**config.mk**
```make
export PLATFORM = sky130hd
export DESIGN_NAME = xml_entity_escape_encoder_flat
export DESIGN_NICKNAME = d
export VERILOG_FILES = /design/src/hdl/xee_pkg.sv /design/src/hdl/xee_if.sv /design/src/hdl/xee_front.sv /design/src/hdl/xee_fifo.sv /design/src/hdl/xee_back.sv /design/src/hdl/xml_entity_escape_encoder.sv /design/src/flat_wrapper.sv
export SDC_FILE = /design/constraint.sdc
export NUM_CORES = 1
export LEC_CHECK = 0
export BUFFER_PORTS_ARGS = -buffer_cell sky130_fd_sc_hd__buf_2
export CORE_UTILIZATION = 62
export DETAILED_ROUTE_END_ITERATION = 16
export HOLD_SLACK_MARGIN = 0.15
export PLACE_DENSITY = 0.8
export SLEW_MARGIN = 20
export SYNTH_ARGS = -nofsm -noshare
export SYNTH_HDL_FRONTEND = slang
export SYNTH_SLANG_ARGS = --single-unit
```
**constraint.sdc**
```tcl
create_clock -name clk_i -period 3.7 [get_ports clk_i]
set_input_delay 0.74 -clock clk_i [delete_from_list [all_inputs] [get_ports clk_i]]
set_output_delay 0.74 -clock clk_i [all_outputs]
set_load 0.01 [all_outputs]
```
**src/hdl/xee_pkg.sv**
```systemverilog
// ---------------------------------------------------------------------------
// xee_pkg: shared types and constants of the XML entity escape encoder
// Holds the item descriptor passed from classifier to expander, the run
// length and character lookup functions, and queue sizing.
// ---------------------------------------------------------------------------
package xee_pkg;

  // Kind of run an input byte expands into
  typedef enum logic [2:0] {
    KIND_PASS,
    KIND_QUOT,
    KIND_AMP,
    KIND_APOS,
    KIND_LT,
    KIND_GT,
    KIND_NUM
  } kind_e;

  // Descriptor queued between front and back
  typedef struct packed {
    kind_e       kind;
    logic [7:0]  ch;    // byte for a one-byte run
    logic [3:0]  dig2;  // hundreds digit of a numeric entity
    logic [3:0]  dig1;  // tens digit
    logic [3:0]  dig0;  // ones digit
  } desc_t;

  localparam int unsigned QueueDepth = 4;
  localparam int unsigned PtrW       = $clog2(QueueDepth);
  localparam int unsigned CntW       = $clog2(QueueDepth + 1);
  localparam int unsigned IdxW       = 3;  // run positions 0..5

  // Source byte codes
  localparam logic [7:0] B_NUL   = 8'd0;
  localparam logic [7:0] B_QUOT  = 8'd34;
  localparam logic [7:0] B_AMP   = 8'd38;
  localparam logic [7:0] B_APOS  = 8'd39;
  localparam logic [7:0] B_LT    = 8'd60;
  localparam logic [7:0] B_GT    = 8'd62;
  localparam logic [7:0] B_SPACE = 8'd32;
  localparam logic [7:0] B_HIGH  = 8'd128;
  localparam logic [7:0] B_200   = 8'd200;
  localparam logic [7:0] B_100   = 8'd100;

  // Output characters
  localparam logic [7:0] C_AMP  = 8'h26;  // &
  localparam logic [7:0] C_SEMI = 8'h3b;  // ;
  localparam logic [7:0] C_HASH = 8'h23;  // #
  localparam logic [7:0] C_ZERO = 8'h30;  // 0
  localparam logic [7:0] C_Q    = 8'h71;
  localparam logic [7:0] C_U    = 8'h75;
  localparam logic [7:0] C_O    = 8'h6f;
  localparam logic [7:0] C_T    = 8'h74;
  localparam logic [7:0] C_A    = 8'h61;
  localparam logic [7:0] C_M    = 8'h6d;
  localparam logic [7:0] C_P    = 8'h70;
  localparam logic [7:0] C_S    = 8'h73;
  localparam logic [7:0] C_L    = 8'h6c;
  localparam logic [7:0] C_G    = 8'h67;

  // Number of bytes in the run of a descriptor
  function automatic logic [IdxW-1:0] run_len(input kind_e kind);
    logic [IdxW-1:0] len;
    unique case (kind)
      KIND_PASS: len = 3'd1;
      KIND_QUOT: len = 3'd6;
      KIND_AMP:  len = 3'd5;
      KIND_APOS: len = 3'd6;
      KIND_LT:   len = 3'd4;
      KIND_GT:   len = 3'd4;
      KIND_NUM:  len = 3'd6;
      default:   len = 3'd1;
    endcase
    return len;
  endfunction

  // Byte at position idx of the run of a descriptor
  function automatic logic [7:0] run_char(input desc_t d, input logic [IdxW-1:0] idx);
    logic [7:0] c;
    c = C_SEMI;
    if (idx == '0 && d.kind != KIND_PASS) begin
      c = C_AMP;
    end else begin
      unique case (d.kind)
        KIND_PASS: c = d.ch;
        KIND_QUOT: begin
          case (idx)
            3'd1:    c = C_Q;
            3'd2:    c = C_U;
            3'd3:    c = C_O;
            3'd4:    c = C_T;
            default: c = C_SEMI;
          endcase
        end
        KIND_AMP: begin
          case (idx)
            3'd1:    c = C_A;
            3'd2:    c = C_M;
            3'd3:    c = C_P;
            default: c = C_SEMI;
          endcase
        end
        KIND_APOS: begin
          case (idx)
            3'd1:    c = C_A;
            3'd2:    c = C_P;
            3'd3:    c = C_O;
            3'd4:    c = C_S;
            default: c = C_SEMI;
          endcase
        end
        KIND_LT: begin
          case (idx)
            3'd1:    c = C_L;
            3'd2:    c = C_T;
            default: c = C_SEMI;
          endcase
        end
        KIND_GT: begin
          case (idx)
            3'd1:    c = C_G;
            3'd2:    c = C_T;
            default: c = C_SEMI;
          endcase
        end
        KIND_NUM: begin
          case (idx)
            3'd1:    c = C_HASH;
            3'd2:    c = C_ZERO | {4'h0, d.dig2};
            3'd3:    c = C_ZERO | {4'h0, d.dig1};
            3'd4:    c = C_ZERO | {4'h0, d.dig0};
            default: c = C_SEMI;
          endcase
        end
        default: c = C_SEMI;
      endcase
    end
    return c;
  endfunction

endpackage

```
**src/hdl/xee_if.sv**
```systemverilog
// ---------------------------------------------------------------------------
// xee_if: item channels of the XML entity escape encoder
// Valid/ready channels for source bytes and for escaped run bytes.
// ---------------------------------------------------------------------------
interface xee_byte_if;
  logic       valid;
  logic       ready;
  logic [7:0] in_byte;

  modport source (output valid, output in_byte, input ready);
  modport sink   (input valid, input in_byte, output ready);
endinterface

interface xee_run_if;
  logic       valid;
  logic       ready;
  logic [7:0] out_byte;
  logic       run_last;

  modport source (output valid, output out_byte, output run_last, input ready);
  modport sink   (input valid, input out_byte, input run_last, output ready);
endinterface

```
**src/hdl/xee_front.sv**
```systemverilog
// ---------------------------------------------------------------------------
// xee_front: source byte classifier
// Accepts source bytes, drops end-of-string zeros, and turns every other
// byte into a run descriptor for the queue.
// ---------------------------------------------------------------------------
module xee_front (
  xee_byte_if.sink         src_i,
  input  logic             full_i,
  output logic             push_o,
  output xee_pkg::desc_t   desc_o
);
  import xee_pkg::*;

  logic [6:0]  rem;
  logic [14:0] prod;
  logic [3:0]  tens;
  logic [7:0]  b;

  assign b = src_i.in_byte;

  // Accept whenever the queue has room; zero bytes produce nothing
  assign src_i.ready = !full_i;
  assign push_o      = src_i.valid && !full_i && (b != B_NUL);

  // Decimal digits for 128..255: hundreds is 1 or 2, tens via x*205>>11
  always_comb begin
    rem  = (b >= B_200) ? 7'(b - B_200) : 7'(b - B_100);
    prod = 15'(rem) * 15'd205;
    tens = prod[14:11];
  end

  // Classification
  always_comb begin
    desc_o.ch   = b;
    desc_o.dig2 = (b >= B_200) ? 4'd2 : 4'd1;
    desc_o.dig1 = tens;
    desc_o.dig0 = 4'(rem - 7'(tens) * 7'd10);
    unique case (b)
      B_QUOT:  desc_o.kind = KIND_QUOT;
      B_AMP:   desc_o.kind = KIND_AMP;
      B_APOS:  desc_o.kind = KIND_APOS;
      B_LT:    desc_o.kind = KIND_LT;
      B_GT:    desc_o.kind = KIND_GT;
      default: begin
        if (b >= B_HIGH) begin
          desc_o.kind = KIND_NUM;
        end else if (b < B_SPACE) begin
          desc_o.kind = KIND_PASS;
          desc_o.ch   = B_SPACE;
        end else begin
          desc_o.kind = KIND_PASS;
        end
      end
    endcase
  end

endmodule

```
**src/hdl/xee_fifo.sv**
```systemverilog
// ---------------------------------------------------------------------------
// xee_fifo: descriptor queue
// Short register queue decoupling the classifier from the expander; the
// head is visible without a pop, and push and pop may share a cycle.
// ---------------------------------------------------------------------------
module xee_fifo (
  input  logic           clk_i,
  input  logic           rst_ni,
  input  logic           push_i,
  input  xee_pkg::desc_t desc_i,
  input  logic           pop_i,
  output logic           full_o,
  output logic           empty_o,
  output xee_pkg::desc_t head_o
);
  import xee_pkg::*;

  desc_t             mem_q [QueueDepth];
  logic [PtrW-1:0]   wr_ptr_q, wr_ptr_d;
  logic [PtrW-1:0]   rd_ptr_q, rd_ptr_d;
  logic [CntW-1:0]   count_q, count_d;

  assign full_o  = (count_q == CntW'(QueueDepth));
  assign empty_o = (count_q == '0);
  assign head_o  = mem_q[rd_ptr_q];

  // Pointer and fill count update
  always_comb begin
    wr_ptr_d = push_i ? PtrW'(wr_ptr_q + 1'b1) : wr_ptr_q;
    rd_ptr_d = pop_i  ? PtrW'(rd_ptr_q + 1'b1) : rd_ptr_q;
    count_d  = count_q;
    if (push_i && !pop_i) begin
      count_d = CntW'(count_q + 1'b1);
    end else if (pop_i && !push_i) begin
      count_d = CntW'(count_q - 1'b1);
    end
  end

  always_ff @(posedge clk_i or negedge rst_ni) begin
    if (!rst_ni) begin
      wr_ptr_q <= '0;
      rd_ptr_q <= '0;
      count_q  <= '0;
    end else begin
      wr_ptr_q <= wr_ptr_d;
      rd_ptr_q <= rd_ptr_d;
      count_q  <= count_d;
    end
  end

  // Entry storage
  always_ff @(posedge clk_i) begin
    if (push_i) begin
      mem_q[wr_ptr_q] <= desc_i;
    end
  end

  // Checks
  a_no_overflow: assert property (@(posedge clk_i) disable iff (!rst_ni)
    full_o |-> !push_i || pop_i)
    else $error("queue push while full");
  a_no_underflow: assert property (@(posedge clk_i) disable iff (!rst_ni)
    pop_i |-> !empty_o)
    else $error("queue pop while empty");
  a_count_range: assert property (@(posedge clk_i) disable iff (!rst_ni)
    count_q <= CntW'(QueueDepth))
    else $error("queue fill count out of range");
  a_ptr_track: assert property (@(posedge clk_i) disable iff (!rst_ni)
    (count_q == '0 || count_q == CntW'(QueueDepth)) |-> wr_ptr_q == rd_ptr_q)
    else $error("queue pointers disagree with fill count");

endmodule

```
**src/hdl/xee_back.sv**
```systemverilog
// ---------------------------------------------------------------------------
// xee_back: run expander
// Walks the head descriptor into an output register one byte per cycle while
// the receiver takes them, and pops it when its last byte is loaded.
// ---------------------------------------------------------------------------
module xee_back (
  input  logic                 clk_i,
  input  logic                 rst_ni,
  input  logic                 empty_i,
  input  xee_pkg::desc_t       head_i,
  output logic                 pop_o,
  xee_run_if.source            dst_o
);
  import xee_pkg::*;

  logic [IdxW-1:0] idx_q, idx_d;
  logic            out_valid_q, out_valid_d;
  logic [7:0]      out_byte_q;
  logic            run_last_q;
  logic            load;
  logic            last;
  logic [IdxW-1:0] len;

  assign len   = run_len(head_i.kind);
  assign last  = (idx_q == IdxW'(len - 1'b1));
  assign load  = !empty_i && (!out_valid_q || dst_o.ready);
  assign pop_o = load && last;

  // Position counter and output valid
  always_comb begin
    idx_d       = idx_q;
    out_valid_d = out_valid_q;
    if (load) begin
      idx_d       = last ? '0 : IdxW'(idx_q + 1'b1);
      out_valid_d = 1'b1;
    end else if (dst_o.ready) begin
      out_valid_d = 1'b0;
    end
  end

  always_ff @(posedge clk_i or negedge rst_ni) begin
    if (!rst_ni) begin
      idx_q       <= '0;
      out_valid_q <= 1'b0;
    end else begin
      idx_q       <= idx_d;
      out_valid_q <= out_valid_d;
    end
  end

  // Output payload register
  always_ff @(posedge clk_i) begin
    if (load) begin
      out_byte_q <= run_char(head_i, idx_q);
      run_last_q <= last;
    end
  end

  assign dst_o.valid    = out_valid_q;
  assign dst_o.out_byte = out_byte_q;
  assign dst_o.run_last = run_last_q;

  // Checks
  a_idx_in_run: assert property (@(posedge clk_i) disable iff (!rst_ni)
    !empty_i |-> idx_q < len)
    else $error("run position past end of run");
  a_idle_idx: assert property (@(posedge clk_i) disable iff (!rst_ni)
    empty_i |-> idx_q == '0)
    else $error("run position left over with empty queue");
  a_last_pops: assert property (@(posedge clk_i) disable iff (!rst_ni)
    pop_o |=> run_last_q && out_valid_q)
    else $error("pop without final run byte");

endmodule

```
**src/hdl/xml_entity_escape_encoder.sv**
```systemverilog
// ---------------------------------------------------------------------------
// xml_entity_escape_encoder: byte stream to XML-safe text
// Top level joining classifier, descriptor queue and run expander.
// ---------------------------------------------------------------------------
// Usage:
//   src_i carries one source byte per item (in_byte). dst_o carries escaped
//   bytes (out_byte) with run_last set on the final byte of each byte's run.
//   Markup characters become named entities (4 to 6 bytes), bytes 128..255
//   become &#NNN; (6 bytes), control bytes a space, others pass through.
//   A zero byte is accepted and produces no output.
// Path: an accepted source byte is written into the queue; its first output
//   byte is loaded from the queue head, read combinationally, into the output register.
// Throughput: one output byte per cycle while dst_o.ready is high, set by the
//   expander's single output register; plain bytes therefore stream at one
//   item per cycle, and an entity run occupies the expander until all of its
//   bytes are out while the 4-entry queue keeps accepting.
// Stall: when dst_o.ready is low the output register holds; the queue fills
//   and src_i.ready drops once 4 descriptors are waiting.
// Reset: rst_ni (async, active low) empties the queue and the output stage.
// ---------------------------------------------------------------------------
module xml_entity_escape_encoder (
  input  logic       clk_i,
  input  logic       rst_ni,
  xee_byte_if.sink   src_i,
  xee_run_if.source  dst_o
);
  import xee_pkg::*;

  desc_t desc;
  desc_t head;
  logic  push;
  logic  pop;
  logic  full;
  logic  empty;

  xee_front u_front (
    .src_i  (src_i),
    .full_i (full),
    .push_o (push),
    .desc_o (desc)
  );

  xee_fifo u_fifo (
    .clk_i   (clk_i),
    .rst_ni  (rst_ni),
    .push_i  (push),
    .desc_i  (desc),
    .pop_i   (pop),
    .full_o  (full),
    .empty_o (empty),
    .head_o  (head)
  );

  xee_back u_back (
    .clk_i   (clk_i),
    .rst_ni  (rst_ni),
    .empty_i (empty),
    .head_i  (head),
    .pop_o   (pop),
    .dst_o   (dst_o)
  );

endmodule

```
**src/flat_wrapper.sv**
```systemverilog
// flat-port wrapper written by rule: the top's interface ports become plain ports
module xml_entity_escape_encoder_flat import xee_pkg::*;
  (clk_i, rst_ni, src_i_valid, src_i_in_byte, src_i_ready, dst_o_valid, dst_o_out_byte, dst_o_run_last, dst_o_ready);
  xee_byte_if src_i_i ();
  xee_run_if dst_o_i ();
  input  logic clk_i;
  input  logic rst_ni;
  input wire logic [$bits(src_i_i.valid)-1:0] src_i_valid;
  input wire logic [$bits(src_i_i.in_byte)-1:0] src_i_in_byte;
  output wire logic [$bits(src_i_i.ready)-1:0] src_i_ready;
  output wire logic [$bits(dst_o_i.valid)-1:0] dst_o_valid;
  output wire logic [$bits(dst_o_i.out_byte)-1:0] dst_o_out_byte;
  output wire logic [$bits(dst_o_i.run_last)-1:0] dst_o_run_last;
  input wire logic [$bits(dst_o_i.ready)-1:0] dst_o_ready;
  assign src_i_i.valid = src_i_valid;
  assign src_i_i.in_byte = src_i_in_byte;
  assign src_i_ready = src_i_i.ready;
  assign dst_o_valid = dst_o_i.valid;
  assign dst_o_out_byte = dst_o_i.out_byte;
  assign dst_o_run_last = dst_o_i.run_last;
  assign dst_o_i.ready = dst_o_ready;
  xml_entity_escape_encoder u_core (.clk_i(clk_i), .rst_ni(rst_ni), .src_i(src_i_i), .dst_o(dst_o_i));
endmodule
```
== Word-level counts from Yosys, hierarchy flattened ==
Memories as Yosys holds them, arrays and structs flattened.
Cells that the tools add are included.
Word-level totals
  bits in registers: 20
  memory bits (writable): 84
  output and inout bits: 11
  logic and storage cells: 84
  memories: 1
Cells by class
  add/sub/neg operators: 9
  multiply operators: 2
  $lt $le $gt $ge: 3
  equality and inequality tests: 17
  muxes and demuxes: 22
  reduce and logical (&&, ||, !) cells: 23
Memory list
  u_core.u_fifo.mem_q: words 4, bits a word 21, rd ports 1, clocked after Yosys merged registers in 0, wr ports 1, line xee_fifo.sv:18  | desc_t mem_q [QueueDepth];
Operator list (number)
  $pmux W7 S4: 2
  $pmux W8 S7: 1
  $eq A8 B6 Y1 const B: 5
  $pmux W7 S2: 2
  $mux W8: 3
  $pmux W7 S3: 1
  $pmux W5 S4: 1
  $ge A8 B8 Y1 const B: 2
  $eq A3 B3 Y1 const B: 5
  $mul A7 B8 Y15 const B: 1
  $pmux W3 S5: 1
  $sub A7 B7 Y7 const B: 2
  $eq A3 B2 Y1 const B: 4
  $mux W3: 4
  $logic_not A3 Y1: 3
  $pmux W3 S3: 1
  $lt A8 B6 Y1 const B: 1
  $reduce_bool A8 Y1: 1
  $logic_and A1 B1 Y1: 7
  $mux W7: 1
  $add A3 B1 Y3 const B: 2
  $eq A3 B1 Y1 const B: 2
  $sub A3 B1 Y3 const B: 2
  $logic_not A1 Y1: 5
  other kinds (12): 17

== Depth between registers and ports, before layout ==
Gate-level depths: netlist (run 1).
An unclocked memory read counts as a cell.
  depth in word-level cells: 10
  mapped depth: 25
  mapped depth without buffers: 25

== By module ==
A second synthesis (run 1) with hierarchy kept.
Second synthesis, totals
  cells, all modules: 465
  area total of the unflattened synthesis: 6343.6 um^2
By module, submodules not included
  xee_fifo: instances 1, cells each 155, area an instance 3756.1 um^2, sequential area each 2937.8 um^2
  xee_front: instances 1, cells each 161, area an instance 1358.8 um^2, sequential area each 0.0 um^2
  xee_back: instances 1, cells each 149, area an instance 1228.7 um^2, sequential area each 370.4 um^2

== Least setup slack after synthesis (run 1) ==
No wires, ideal clock.
  path kind: input to register
  start point: input src_i_in_byte[2]
  end point: memory u_core.u_fifo.mem_q[0][3] in the netlist's numbering, data pin
  library setup time: 280 ps
  data arrival time: 6156 ps
  data required time: 3420 ps
  path slack: -2735 ps
  stages on the path: 25
  buffers on the path: 0
  cells stage by stage: inv_1 > ha_1 > or3b_1 > a21oi_4 > mux2i_1 > xnor2_1 > and2_1 > nor2_1 > fa_1 > ha_1 > inv_1 > fa_1 > inv_1 > ha_1 > nand3_1 > a21boi_0 > o31a_1 > a311o_1 > xor2_1 > ha_1 > inv_1 > fa_1 > xnor2_1 > xnor2_1 > xnor2_1
RTL lines
  from (decl): line flat_wrapper.sv:9  | input wire logic [$bits(src_i_i.in_byte)-1:0] src_i_in_byte;
  to (decl): line xee_fifo.sv:18

==> metrics, run 1 <==
Worst EP required 3.80 ns; Vias/cell 6.013; CTS sink count 104; Slew HR 60.55%; overall via count from detail_route 3824; GR Overflow Total 0; failing checks setup timing; Core Rows 34; Setup-failing EPs final 28; crit-path most repeated cell xnor2_2; CP Max Fanout 6; Tmin final 5.819 ns; CP Capture Type flip-flop; fraction of layout cells with a size suffix above 1 33.52%; IO Count 23; synthesized instance count 443; Crit path largest cell delay 0.44 ns; Final Net Count 593; CP Buf/Inv Count 5; ys async rst share 10.58%; Max Clock Freq 171.9 MHz; Final Hold Vio Count 0; TritonCTS clock tree yes; RSZ-0062 raised after global routing true; CTS Hold Bufs 0; clk_skew 0.01372 ns; Post-DP HPWL 8343 um; leakage 2.733 nW; hold_ws 0.2297 ns; final worst path period share 157.3%; Placer Congestion 0.8619; maxcap violations 0; DR DRC count 0; Die Y 98.87 um; htree depth 3; Worst VDD drop 759.4 uV; final worst slack -2.119 ns; core area 0.008891 mm^2; Seq/Total Area, Yosys 52.73%; Die Wd 98.87 um; CP top delay family adder cells; critical path start-end classification primary input to flip-flop; vias in the first global route 3929; Ys Warns 0; Post-synth EDFFs 93; first-pass GRT wire length 19290 um; Root Driver clkbuf_8; Final Power 0.006056 W; gr usage total 26.35%; DR WL/cell 18.94 um; Seq cells post-synth 104; Max Slew Vio Count 0; crit start category primary input; n_diodes 0; Syn Nets 513; DRT iter0 DRCs 213; Pre-antenna DRT Iters 5; Port Buffers 22; initial antenna violation count 0; Final ANT Viol Nets 0; TritonCTS buffer count 9; Longest Clk Path Bufs 2; Top FF cell, synth edfxtp_1; DIE AREA 0.009775 mm^2; area delta synth->final 19.29%; crit path DAT 5.92 ns; Hold Path Class primary input to async pin; Syn Area/Cell 13.13 um^2; pwr dens 872.6 mW/mm^2; status finished with violations; Post-Syn Area 0.005818 mm^2; Worst-Margin Slew 0.5917 ns; total wire length 12050 um; Clock Pin Slew Worst Setup and Hold Paths 0.11 ns; clk_lat worst skew 0.37 ns; Synth cell types 56; Slowest cell on crit path fa_1; Initial Utilization 65.44%; largest net degree at the start of global routing 28
## cells in the final DEF (no fill, tap or decap), types with 7 or more instances in the layout
cell	instances
ha_4	9
clkbuf_8	9
fa_1	8
o21ai_0	11
inv_1	26
dfrtp_1	11
ha_1	39
buf_2	21
mux4_2	19
a21oi_1	16
xnor2_1	7
edfxtp_1	93
nor2_1	36
buf_4	63
nand2_1	21
## path summary, 6_finish.rpt
kind / from / endpoint / slack (ns) / cells after the start
worst max-delay path: src_i_in_byte[2] / u_core.u_fifo.mem_q[0][3] / -2.12 / 26
worst min-delay path: rst_ni / u_core.u_back.idx_q[2] / 0.23 / 1
worst max register to register: u_core.u_fifo.rd_ptr_q[0] / u_core.u_fifo.count_q[1] / 0.23 / 10
worst min register to register: u_core.u_fifo.count_q[2] / u_core.u_fifo.count_q[2] / 0.54 / 1
max in group asynchronous: rst_ni / u_core.u_fifo.rd_ptr_q[1] / 3.24 / 1
min in group clk_i: u_core.u_fifo.count_q[2] / u_core.u_fifo.count_q[2] / 0.54 / 1
## through the flow
stage | instance area, um^2 | utilization [%] | setup TNS (ns) | cells | setup slack [ns]
3_3_place_gp | 6504 | 73.15 | -51.55 | 609 | -2.406
5_1_grt | 6940 | 78.06 | -46.56 | 636 | -2.289
4_1_cts | 6848 | 77.02 | -40.96 | 632 | -2.091
2_1_floorplan | 5938 | - | -44.73 | 443 | -2.364
6_report | 6940 | 78.06 | -42.20 | 636 | -2.119
3_5_place_dp | 6504 | 73.15 | -54.83 | 609 | -2.594
## cell families (layout without fill, tap and decap cells)
group / count (synthesis) / in the layout / share of synthesized area [%]
AOI/OAI and AO/OA: 83 / 83 / 9.979
and+or+nand+nor: 98 / 98 / 7.979
muxes: 28 / 28 / 8.968
DFF: 104 / 104 / 52.73
adders and majority gates: 58 / 58 / 13.76
xor gates and xnor gates: 19 / 19 / 2.860
buffers and inverters: 53 / 138 / 3.720
## per-layer routing
layer  global-route usage [%]  vias to the layer above  share of wire, %
li1                         -                     1801                 -
met1                    33.96                     1895                41
met2                    45.45                      111                53
met3                    4.043                       17               4.1
met4                    9.874                        0               1.9
met5                        0                        -                 0
## flip-flops by register name, summed over array words and instances, names as in the netlist
signal and count:
u_core.u_fifo.mem_q 84, u_core.u_back.dst_o.out_byte 8, u_core.u_back.dst_o.valid 1, u_core.u_back.idx_q 3, u_core.u_back.dst_o.run_last 1, u_core.u_fifo.count_q 3
u_core.u_fifo.rd_ptr_q 2, u_core.u_fifo.wr_ptr_q 2
## final cells by class
class / count / area, um^2
flip-flops and latches: 104 / 3068
multi-input cells: 286 / 2789
fillers: 515 / 1951
repair buffers: 87 / 620.6
inverters: 35 / 148.9
well taps: 108 / 135.1
clock buffers: 9 / 123.9
clock inverters: 7 / 55.05
## cell usage after synthesis (3+ instances only)
cell type,number,share of area (%)
a31oi_1,6,0.65
mux2i_1,6,1.0
and2_1,7,0.75
ha_1,48,10
nand3_1,7,0.60
dfrtp_1,11,4.7
o21bai_1,4,0.52
a221oi_1,3,0.45
nand2_1,21,1.4
clkbuf_1,13,0.84
nor3_1,6,0.52
xor2_1,7,1.1
o211ai_1,3,0.39
a211oi_1,5,0.65
fa_1,10,3.4
mux2_2,3,0.58
o22a_1,4,0.60
inv_1,33,2.1
edfxtp_1,93,48
a22oi_1,4,0.52
a21oi_1,20,1.7
o21ai_0,11,0.95
nor2b_1,6,0.65
mux4_2,19,7.4
xnor2_1,12,1.8
nor2_1,37,2.4
o22ai_1,4,0.43
## power breakdown
group	internal, W	total (W)	switching [W]	leakage [nW]
registers	0.00187	0.00204	0.000169	0.990
logic	0.00154	0.00336	0.00183	1.65
clock network	0.000253	0.000650	0.000397	0.0919
total	0.00366	0.00606	0.00239	2.73
## timing repair
item | in CTS | in global routing
endpoints found under the setup margin | 28 | 28
resized for setup | 21 | 12
gates cloned | 0 | 0
setup buffers | 7 | 5
pin swaps | 15 | 12
endpoints found under the hold margin | 0 | 0
Power figures use the tool's default switching activity.
==> run 2, diff against run 1 <==
--- a/config.mk
+++ b/config.mk
@@ -5,7 +5,7 @@
 export SDC_FILE = /design/constraint.sdc
 export NUM_CORES = 1
 export LEC_CHECK = 0
-export BUFFER_PORTS_ARGS = -buffer_cell sky130_fd_sc_hd__buf_2
+export BUFFER_PORTS_ARGS = -buffer_cell sky130_fd_sc_hd__clkbuf_2
 export CORE_UTILIZATION = 62
 export DETAILED_ROUTE_END_ITERATION = 16
 export HOLD_SLACK_MARGIN = 0.15
==> run 2 against run 1 <==
The flow still finishes with violations (setup timing). Non-clock buffer count fell by 4. Global-route usage shrank 0.62 points. Die area did not move. Largest power group unchanged. Highest routed layer unchanged.
==> metrics, run 2 (synthesis results as in run 1) <==
pwr dens 870.2 mW/mm^2; failing checks setup timing; TritonCTS clock tree yes; Final Net Count 589; Vias/cell 5.970; Biggest register u_core.u_fifo.mem_q; TritonCTS buffer count 9; Setup-failing EPs final 28; Initial Utilization 65.44%; largest net degree at the start of global routing 28; IO Count 23; n_diodes 0; fraction of layout cells with a size suffix above 1 33.02%; leakage 2.719 nW; crit start category primary input; core area 0.008891 mm^2; DIE AREA 0.009775 mm^2; CP Max Fanout 4; vias in the first global route 3783; Tmin final 5.787 ns; first-pass GRT wire length 18780 um; Root Driver clkbuf_8; RSZ-0062 raised after global routing true; Slew HR 62.39%; status finished with violations; Pre-antenna DRT Iters 5; max reg flops 84; Worst-Margin Slew 0.5642 ns; gr usage total 25.73%; post-route cell area 0.006907 mm^2; Longest Clk Path Bufs 2; Clock Pin Slew Worst Setup and Hold Paths 0.10 ns; maxcap violations 0; total wire length 11740 um; Port Buffers 22; commonest non-fill, non-tap cell in the layout edfxtp_1; Final ANT Viol Nets 0; critical path start-end classification primary input to flip-flop; GR Overflow Total 0; Worst VDD drop 831.8 uV; final worst slack -2.087 ns; crit path DAT 5.89 ns; overall via count from detail_route 3773; area delta synth->final 18.71%; CP Capture Type flip-flop; DR WL/cell 18.58 um; Die Y 98.87 um; Die Wd 98.87 um; Final Hold Vio Count 0; Post-DP HPWL 8396 um; Worst EP required 3.80 ns; DR DRC count 0; Max Slew Vio Count 0; final worst path period share 156.4%; reg2reg start u_core.u_fifo.rd_ptr_q[0]; critical path startpoint src_i_in_byte[2]; CTS sink count 104; Max Clock Freq 172.8 MHz; Placer Congestion 0.8568; Final Power 0.006010 W; Placed Area 0.006519 mm^2; Hold Path Class primary input to async pin; clk_skew 0.01004 ns; DRT iter0 DRCs 161; clk_lat worst skew 0.37 ns; most frequent cells in the layout edfxtp_1, buf_4, ha_1; htree depth 3; initial antenna violation count 0; Core Rows 34
-- run 2: cell count changes in the layout (fill, tap and decap cells not counted), moves of 2 or more --
cell / change
buf_2: -21
ha_4: -2
buf_4: -4
clkbuf_2: +21
-- run 2: repair_timing --
action / in CTS / in global routing
setup buffers: 5 / 5
endpoints found under the hold margin: 0 / 0
gates resized for setup: 24 / 5
pin swaps: 18 / 12
endpoints found under the setup margin: 28 / 28
hold buffers: 0 / 0
-- run 2: path summary, 6_finish.rpt --
path / endpoint / slack, ns / cells past startpoint
setup / recovery: u_core.u_fifo.mem_q[1][3] / -2.09 / 26
hold / removal: u_core.u_back.idx_q[2] / 0.23 / 1
setup reg to reg: u_core.u_fifo.count_q[1] / 0.21 / 10
hold reg to reg: u_core.u_fifo.count_q[2] / 0.51 / 1
max in group asynchronous: u_core.u_fifo.count_q[0] / 3.23 / 1
min in group clk_i: u_core.u_fifo.count_q[2] / 0.51 / 1
-- run 2: power breakdown --
group	switching (W)	internal (W)	total, W
Clock	0.000401	0.000258	0.000659
Sequential	0.000168	0.00188	0.00204
Combinational	0.00179	0.00152	0.00331
-- run 2: area by class of cell --
type | count | area [um^2]
clock buffers | 9 | 123.9
inverters | 35 | 146.4
flip-flops and latches | 104 | 3068
clock inverters | 7 | 66.31
fillers | 532 | 1984
well taps | 108 | 135.1
repair buffers | 83 | 595.6
multi-input cells | 286 | 2771
-- run 2: per-layer routing --
metal | wire length (um) | track usage, % | share of wire, % | vias up
met3 | 438 | 4.468 | 3.7 | 19
met2 | 6161 | 44.22 | 52 | 113
met5 | 0 | 0 | 0 | -
met4 | 189 | 9.414 | 1.6 | 0
li1 | - | - | - | 1803
met1 | 4951 | 33.02 | 42 | 1838
-- run 2: worst max-delay path: stages --
cell	delay, ns
clkbuf_16	0.13
inv_12	0.04
ha_4	0.10
or3b_4	0.39
a21oi_4	0.17
mux2i_2	0.27
xnor2_2	0.18
and2_4	0.21
nor2_4	0.04
fa_1	0.45
ha_1	0.30
inv_2	0.04
fa_2	0.53
inv_2	0.05
ha_4	0.22
nand3_2	0.07
a21boi_2	0.05
o31a_1	0.28
a311o_1	0.35
xor2_2	0.21
ha_2	0.20
inv_2	0.04
fa_2	0.35
xnor2_2	0.15
xnor2_2	0.15
xnor2_2	0.17
-- run 2: per-stage QoR --
step | setup TNS, ns | setup WS, ns | hold WS [ns] | util [%] | std cells
floorplan | -44.73 | -2.364 | 0.4444 | - | 443
global placement | -52.13 | -2.419 | 0.4765 | 73.32 | 611
detailed placement | -55.12 | -2.585 | 0.4971 | 73.32 | 611
CTS | -40.32 | -2.057 | 0.2268 | 77.23 | 630
global route | -44.75 | -2.209 | 0.2327 | 77.68 | 632
finish | -41.33 | -2.087 | 0.2338 | 77.68 | 632
==> run 3, diff against run 2 <==
--- a/config.mk
+++ b/config.mk
@@ -7,6 +7,7 @@
 export LEC_CHECK = 0
 export BUFFER_PORTS_ARGS = -buffer_cell sky130_fd_sc_hd__clkbuf_2
 export CORE_UTILIZATION = 62
+export CTS_BUF_LIST = sky130_fd_sc_hd__clkbuf_16
 export DETAILED_ROUTE_END_ITERATION = 16
 export HOLD_SLACK_MARGIN = 0.15
 export PLACE_DENSITY = 0.8
==> run 3 against run 2 <==
The run still ends with setup timing left. Sequential share of layout area down 0.81 points. Clock-buffer cell count unchanged. Highest routed layer unchanged. Critical path depth up 2. Hold slack better by 0.038 ns. Wire length up 6.4%. Critical path type unchanged. Non-clock buffer count up 2. First-iteration DRC count up 37%. Register-to-register slack about the same. Clock power up 39%. Fmax down 0.76%. Final cell count up 0.32%. Critical endpoint is now u_core.u_fifo.mem_q[0][3].
==> metrics, run 3 (synthesis results as in run 1) <==
overall via count from detail_route 3874; Port Buffers 22; total wire length 12490 um; clk_skew 0.007882 ns; Worst-Margin Slew 0.5382 ns; CTS sink count 104; Pre-antenna DRT Iters 4; CP Capture Type flip-flop; Crit path largest cell delay 0.53 ns; DR DRC count 0; Die Wd 98.87 um; Fillers 498; Setup-failing EPs final 28; Core Rows 34; leakage 2.778 nW; CP Max Fanout 4; Die Y 98.87 um; Longest Clk Path Bufs 2; Final Net Count 591; failing checks setup timing; final worst path period share 157.6%; Tmin final 5.831 ns; pwr dens 896.7 mW/mm^2; Final Non-Filler Cells 634; Slew HR 64.12%; critical path start-end classification primary input to flip-flop; fraction of layout cells with a size suffix above 1 33.27%; Clock Pin Slew Worst Setup and Hold Paths 0.07 ns; crit start category primary input; Initial Utilization 65.44%; area delta synth->final 20.92%; FF+latch area 0.003068 mm^2; reg2reg start u_core.u_fifo.rd_ptr_q[0]; TritonCTS buffer count 9; Placer Congestion 0.8568; crit path DAT 5.91 ns; r2r setup slk 0.22 ns; FF-to-FF End u_core.u_fifo.count_q[1]; Post-DP HPWL 8396 um; placed insts 611; vias in the first global route 3900; gr usage total 27.24%; Vias/cell 6.110; area taken by multi-input logic gates 0.002784 mm^2; DRT iter0 DRCs 221; GR Overflow Total 0; R2R cell count 10; core area 0.008891 mm^2; Final ANT Viol Nets 0; post-route cell area 0.007036 mm^2; Placed Area 0.006519 mm^2; htree depth 3; Max Slew Vio Count 0; Root Driver clkbuf_16; status finished with violations; maxcap violations 0; Slowest cell on crit path fa_2; commonest non-fill, non-tap cell in the layout edfxtp_1; initial antenna violation count 0; RSZ-0062 raised after global routing true; largest net degree at the start of global routing 28; Worst VDD drop 895.1 uV; Final Hold Vio Count 0; DR WL/cell 19.71 um; final worst slack -2.131 ns; DIE AREA 0.009775 mm^2; most frequent cells in the layout edfxtp_1, buf_4, ha_1; first-pass GRT wire length 19910 um; clk_lat worst skew 0.35 ns; CTS Hold Bufs 0; n_diodes 0; Max Clock Freq 171.5 MHz; IO Count 23; TritonCTS clock tree yes; Hold Path Class primary input to async pin; Worst EP required 3.78 ns; Biggest register u_core.u_fifo.mem_q; max reg flops 84
run 3: worst max-delay path by stage:
stage | slack [ns] | cells after the start | to | start
floorplan | -2.36 | 25 | u_core.u_fifo.mem_q[0][3] | src_i_in_byte[2]
global placement | -2.42 | 25 | u_core.u_fifo.mem_q[0][3] | src_i_in_byte[2]
detailed placement | -2.58 | 25 | u_core.u_fifo.mem_q[0][3] | src_i_in_byte[2]
CTS | -2.09 | 26 | u_core.u_fifo.mem_q[3][3] | src_i_in_byte[2]
global route | -2.26 | 26 | u_core.u_fifo.mem_q[1][3] | src_i_in_byte[2]
finish | -2.13 | 28 | u_core.u_fifo.mem_q[0][3] | src_i_in_byte[2]
run 3: power by group:
part           switching [W]  total [W]  internal (W)
registers           0.000178    0.00206       0.00188
logic                0.00181    0.00334       0.00152
clock network       0.000446   0.000916      0.000470
total                0.00244    0.00631       0.00387
run 3: through the flow:
| step | power [W] | hold slack [ns] | setup TNS [ns] | util [%] | worst slack [ns] |
|---|---|---|---|---|---|
| 5_1_grt | 0.006676 | 0.2786 | -45.14 | 79.13 | -2.261 |
| 4_1_cts | 0.006155 | 0.2706 | -41.41 | 78.37 | -2.093 |
| 3_3_place_gp | 0.004895 | 0.4765 | -52.13 | 73.32 | -2.419 |
| 3_5_place_dp | 0.005041 | 0.4971 | -55.12 | 73.32 | -2.585 |
| 6_report | 0.006309 | 0.2719 | -41.45 | 79.13 | -2.131 |
| 2_1_floorplan | 0.004155 | 0.4444 | -44.73 | - | -2.364 |
run 3: area by class of cell:
cell class	count	area share, %
flip-flops and latches	104	43.61
multi-input cells	286	39.57
repair buffers	85	8.679
clock buffers	9	3.201
inverters	35	2.081
well taps	108	1.921
clock inverters	7	0.9426
run 3: critical path: cells and delay by family:
| family | cells | cell delay, ns |
|---|---|---|
| adders and majority gates | 7 | 2.14 |
| buffers and inverters | 7 | 0.60 |
| AOI/OAI and AO/OA | 5 | 1.01 |
| xor gates and xnor gates | 4 | 0.70 |
| and+or+nand+nor | 5 | 0.70 |
run 3: layer usage:
| layer | up-vias | share of wire, % | track usage, % |
|---|---|---|---|
| met1 | 1923 | 41 | 34.66 |
| met2 | 125 | 53 | 46.75 |
| li1 | 1802 | - | - |
| met5 | - | 0 | 0 |
| met4 | 0 | 1.7 | 10.33 |
| met3 | 24 | 4.3 | 5.035 |
run 3: timing repair:
item                       in CTS  in global routing
gates resized for setup        24                  7
buffers inserted                5                  7
cloned                          0                  0
setup endpoints to repair      28                 28
pin swaps                      18                 11
